===== src/hw/rtl/npcs_pkg.sv =====
// Shared constants and controller/datapath handshake types for the palette search.
// No dependencies.
package npcs_pkg;

   localparam int PALETTE_ENTRIES = 256;
   localparam int ADDR_W          = $clog2(PALETTE_ENTRIES);
   localparam int DIST_W          = 18;

   // controller -> datapath
   typedef struct packed {
      logic write;       // store the accepted write item
      logic load_query;  // latch query color, restart scan
      logic issue;       // read the next entry
      logic publish;     // move best match into the result register
   } npcs_cmd_type;

   // datapath -> controller
   typedef struct packed {
      logic last_addr;   // entry being issued is the final one
      logic busy;        // reads still in the compare pipeline
   } npcs_sts_type;

endpackage


===== src/hw/rtl/npcs_ctrl.sv =====
// Sequencer for the palette search: accepts items, walks the scan, hands off results.
// Depends on npcs_pkg.
module npcs_ctrl (
   input  logic                  clock,
   input  logic                  reset,
   input  logic                  req_valid,
   input  logic                  req_mode,
   output logic                  req_ready,
   output logic                  rsp_valid,
   input  logic                  rsp_ready,
   input  npcs_pkg::npcs_sts_type sts,
   output npcs_pkg::npcs_cmd_type cmd
);

   typedef enum logic [1:0] {
      ST_IDLE,
      ST_SCAN,
      ST_DRAIN
   } state_type;

   state_type state_ff;
   logic      rsp_valid_ff;
   logic      accept;
   logic      slot_free;

   assign req_ready = (state_ff == ST_IDLE);
   assign rsp_valid = rsp_valid_ff;
   assign accept    = req_valid && req_ready;
   assign slot_free = !rsp_valid_ff || rsp_ready;

   always_comb begin
      cmd            = '0;
      cmd.write      = accept && !req_mode;
      cmd.load_query = accept && req_mode;
      cmd.issue      = (state_ff == ST_SCAN);
      cmd.publish    = (state_ff == ST_DRAIN) && !sts.busy && slot_free;
   end

   always_ff @(posedge clock) begin
      if (reset) begin
         state_ff     <= ST_IDLE;
         rsp_valid_ff <= 1'b0;
      end else begin
         if (cmd.publish) begin
            rsp_valid_ff <= 1'b1;
         end else if (rsp_ready) begin
            rsp_valid_ff <= 1'b0;
         end
         unique case (state_ff)
            ST_IDLE: begin
               if (cmd.load_query) state_ff <= ST_SCAN;
            end
            ST_SCAN: begin
               if (sts.last_addr) state_ff <= ST_DRAIN;
            end
            ST_DRAIN: begin
               if (cmd.publish) state_ff <= ST_IDLE;
            end
            default: state_ff <= ST_IDLE;
         endcase
      end
   end

endmodule


===== config.mk =====
export PLATFORM = sky130hd
export DESIGN_NAME = npcs_ctrl
export DESIGN_NICKNAME = d
export VERILOG_FILES = /design/src/hw/rtl/npcs_pkg.sv /design/src/hw/rtl/npcs_ctrl.sv
export SDC_FILE = /design/constraint.sdc
export NUM_CORES = 1
export LEC_CHECK = 0
export BUFFER_PORTS_ARGS = -buffer_cell sky130_fd_sc_hd__buf_2
export CAP_MARGIN = 20
export CORE_AREA = 3 3 40 42
export CTS_CLUSTER_SIZE = 40
export DETAILED_ROUTE_END_ITERATION = 8
export DIE_AREA = 0 0 43 45
export PLACE_DENSITY = 0.42
export SYNTH_ARGS = -nofsm -noshare
export SYNTH_HDL_FRONTEND = slang
export SYNTH_SLANG_ARGS = --single-unit

===== constraint.sdc =====
create_clock -name clock -period 2.2 [get_ports clock]
set_input_delay 0.11 -clock clock [delete_from_list [all_inputs] [get_ports clock]]
set_output_delay 0.11 -clock clock [all_outputs]
set_load 0.005 [all_outputs]

# ---- Yosys cells after proc, flatten, opt, wreduce, memory -nomap -nowiden
# Index checks and enable logic that the tools add are counted.
dict set report op_classes {
  eq_ne 5
  muxes 6
  n_reduce_logical 12
}
# op count
set op_table {}
lappend op_table {{2-bit 2-to-1 mux} 3}
lappend op_table {{2-bit case mux with 3 select lines} 1}
lappend op_table {{1-bit logical AND} 5}
lappend op_table {{2-bit inequality test, second input constant} 2}
lappend op_table {{1-bit zero test} 3}
lappend op_table {{3-bit AND reduction} 1}
lappend op_table {{2-bit by 1-bit equality test with 1-bit output, second input constant} 1}
lappend op_table {{2-bit equality test, second input constant} 1}
lappend op_table {{2-bit zero test} 1}
lappend op_table {{1-bit 2-to-1 mux} 2}
lappend op_table {{2-bit by 1-bit inequality test with 1-bit output, second input constant} 1}
lappend op_table {{2-bit nonzero test} 1}
lappend op_table {{1-bit logical OR} 1}
dict set report totals {
  ff_bits 3
  word_cells 25
  out_inout_bits 6
}

# ---- Logic depth before layout (Yosys ltp)
dict set report logic_depth {
  depth_word 5
  ltp_mapped 3
}

# ---- Worst setup path before layout
# OpenSTA, ideal clock, no wires.
dict set report synth_path {
  path_kind {reg2reg}
  start {reg state_ff[0]}
  end {reg state_ff[0]}
  stages_incl_launch_ff 3
  setup_ps 73
  path_slack_ps 1376
  synth_period_minus_slack_ps 824
  t_arrival_ps 751
  n_path_buf 0
  cell_sequence {dfxtp_1 > mux2_2 > nor3_2}
}
dict set report synth_between {
  elab_chain_len 5
  word_cells_on_any_way 12
}
# item line_no
set synth_rtl {}
lappend synth_rtl {{start, declared} npcs_ctrl.sv:21} ;# state_type state_ff;
lappend synth_rtl {{start signal, assigned} npcs_ctrl.sv:41} ;# state_ff <= ST_IDLE;
lappend synth_rtl {{start signal, assigned} npcs_ctrl.sv:51} ;# if (cmd.load_query) state_ff <= ST_SCAN;
lappend synth_rtl {{start signal, assigned} npcs_ctrl.sv:54} ;# if (sts.last_addr) state_ff <= ST_DRAIN;
lappend synth_rtl {{2-bit equality test or 2-bit zero test (tied branches)} {npcs_ctrl.sv:36, npcs_ctrl.sv:49, npcs_ctrl.sv:26}}
lappend synth_rtl {{1-bit logical AND (on tied branches)} {npcs_ctrl.sv:36, npcs_ctrl.sv:28}}
lappend synth_rtl {{1-bit logical AND (on tied branches)} {npcs_ctrl.sv:36, npcs_ctrl.sv:34}}
lappend synth_rtl {{2-bit inequality test (no source line) or 2-bit by 1-bit inequality test with 1-bit output (tied branches)} --}
lappend synth_rtl {{3-bit AND reduction (no source line)} --}
# Several ways; a longest one is shown, not always the timed one.
# A chain may end at the register's enable or synchronous reset.

==> metrics.csv <==
stage,metric,value,unit
job,drv_cap,0,
placed_design,portBuffers,12,
drt,drc,0,
synthesis,synth_common_cells,"3 x dfxtp_1, 3 x nand2_1, 3 x nor2_1, 2 x a21oi_1, 2 x and2b_1",
floorplan,placementRows,13,
synthesis,ys.flop_type,dfxtp_1,
setup_path,slowest_stage,dfxtp_1,
global_route,grt_pass1_wl,641,um
setup_path,crit_fanout,4,
setup_path,worst_setup_path_end_kind,output port,
global_route,grtUsageMet3,6.37,%
final_layout,seqCellArea,60.1,um2
final_layout,multiInputGateArea,98.8,um2
min_path,hp-start,reset,
timing,rsz0062_at_grt,false,
power_and_ir_drop,p_leak,0.141,nW
final_layout,drive_gt1_share,50.0,%
floorplan,die_width,43,um
drt,wl_per_cell,7.94,um
synthesis,synth_cell_types,12,
setup_path,slowest_delay,0.35,ns
setup_path,crit_type,reg -> out,
floorplan,fp.coreArea,1280,um2
setup_path,r2r_setup_slack,1.31,ns
drt,drt-total-wl,405,um
final_layout,num_antenna_cells,0,
placed_design,place_area,241,um2
synthesis,syn_inst,20,
setup_path,r2r-start,state_ff[0],
floorplan,die_area,1940,um2
timing,tightestPinTransition,0.232,ns
drt,first_pass_iters,3,
timing,fin_skew,0.00332,ns
synthesis,ys_ff_latch,3,
final_layout,syn_to_final_growth,64.6,%
setup_path,regToRegEndpoint,rsp_valid,
final_layout,final_area,268,um2
synthesis,synth.avg_cell_area,8.13,um2
power_and_ir_drop,ir_drop,0.286,mV
cts,insertion_delay,0.23,ns
floorplan,start_util,12.7,%
global_route,grt_overflow,0,
global_route,grt_util_all_layers,5.07,%
timing,finalHoldViolCount,0,
cts,clk_path_buf_depth,2,
global_route,grt_util_met2,4.79,%
timing,post-route-period-util,54.1,%
global_route,grt_max_degree,5,
setup_path,crit_required,2.09,ns
drt,drt_iter0_drc,2,
floorplan,ioPinCount,13,
timing,finalSetupViolations,0,
cts,postCtsSetupRepairBufs,0,
synthesis,synthesis.area,163,um2
synthesis,synth_top_cell_area_share,36.9,%
synthesis,synth_edf_count,0,
final_layout,fillers,142,
synthesis,synth_area_leaders,"dfxtp_1 37%, and2b_1 9.2%, nor3b_2 7.7%, mux2_2 6.9%, nand2_1 6.9%",
placed_design,placedCellCount,47,
cts,clock-root-buffer,clkbuf_4,
setup_path,cp_top_family,simple AND/OR/NAND/NOR gates,
synthesis,synth_fp_nets,27,
cts,clk_pin_slew,0.04,ns
global_route,met1_usage,6.25,%
cts,cts.hold.buffers_added,0,
timing,fin_setup_tns,0,ns
drt,vias,183,
setup_path,cp_data_arrival_time,1.08,ns
global_route,grt_pass1_vias,160,
drt,final_antenna_net_count,0,
synthesis,ys_seq_area_share,36.9,%
cts,htreeDepth,1,
setup_path,start_kind,flip-flop,
setup_path,rr_worst_depth,3,
setup_path,path_cells,and2b_1 -> nor3b_2 -> buf_2,
timing,final_max_slew_viol_count,0,
timing,timing.fmax,841,MHz
cts,cts_tree,done,
placed_design,gp_congestion,0.562,
cts,clock_sinks,3,
global_route,grt_busiest_layer,met3,
timing,hold_ws,0.0734,ns
setup_path,crit_buf_inv,1,
outcome,status,completed,
global_route,antenna_found_initial,0,
min_path,holdPathStages,2,
cts,cts_buffers,3,
min_path,hp-class,in -> reg,
timing,slew_headroom,84.5,%
timing,finalCriticalPeriod,1.19,ns
synthesis,synthArstFlopShare,0,%
cts,cts_resized,0,
floorplan,die_h,45,um
drt,via_per_inst,3.59,
min_path,min_to,state_ff[0],
synthesis,yosys.area.top_type,dfxtp_1,
final_layout,fin_nets,44,
power_and_ir_drop,pwr_density_cell,672,nW/um2
synthesis,yosysWarnings,0,
final_layout,layout.cells.non_filler,51,
-- worst max path at each step --
stage                            from     endpoint  slack, ns  depth (start not counted)
after floorplan           state_ff[0]  state_ff[0]       1.38                          2
after global placement    state_ff[0]       cmd[0]       1.27                          3
after detailed placement  state_ff[0]       cmd[0]       1.26                          3
after CTS                 state_ff[0]       cmd[0]        1.0                          3
after global routing      state_ff[1]       cmd[2]       0.95                          3
final                     state_ff[0]       cmd[0]       1.01                          3
-- power breakdown --
group / leakage (nW) / switching (W) / total [W] / internal [W]
logic: 0.101 / 0.0000105 / 0.0000231 / 0.0000126
registers: 0.0244 / 0.00000150 / 0.0000580 / 0.0000565
clock network: 0.0150 / 0.0000306 / 0.0000988 / 0.0000681
total: 0.141 / 0.0000426 / 0.000180 / 0.000137
-- metrics by stage --
stage          utilization [%]  setup slack [ns]  total power (W)
4_1_cts                   20.8             0.995         0.000187
5_1_grt                   20.8             0.951         0.000194
3_5_place_dp              18.8              1.26        0.0000823
2_1_floorplan                -              1.38        0.0000688
3_3_place_gp              18.8              1.27        0.0000823
6_report                  20.8              1.01         0.000180
-- routing by layer --
| metal | vias up | part of all wire [%] |
|---|---|---|
| met1 | 71 | 51 |
| met5 | - | 0 |
| met3 | 0 | 20 |
| met4 | 0 | 0 |
| li1 | 99 | - |
| met2 | 13 | 29 |
-- registers in the layout (all words and copies together) (netlist names) --
signal and count:
state_ff 2, rsp_valid 1
-- layout by cell type (no fill, tap or decap) --
cell,instances
dfxtp_1,3
clkbuf_1,1
nor3_2,1
nor2b_1,1
inv_1,1
nor3b_2,1
mux2_2,1
nor2_1,3
nand2_1,3
buf_2,12
and2b_1,2
and3_1,1
a21oi_1,2
clkbuf_4,3
o21ai_1,1
-- cell families (layout without fill, tap and decap cells) --
| logic type | after synthesis | in the layout | synth area share [%] |
|---|---|---|---|
| flops | 3 | 3 | 36.9 |
| compound gates | 3 | 3 | 9.23 |
| mux | 1 | 1 | 6.92 |
| simple gates | 12 | 12 | 44.6 |
| buf+inv | 1 | 17 | 2.31 |
-- area by class of cell --
type	count	area share, %
inverter	1	1.40
tap	15	7.01
multi-input combinational	16	36.9
sequential	3	22.4
timing repair buffer	12	22.4
clock buffer	4	9.81
Power figures use the tool's default switching activity.
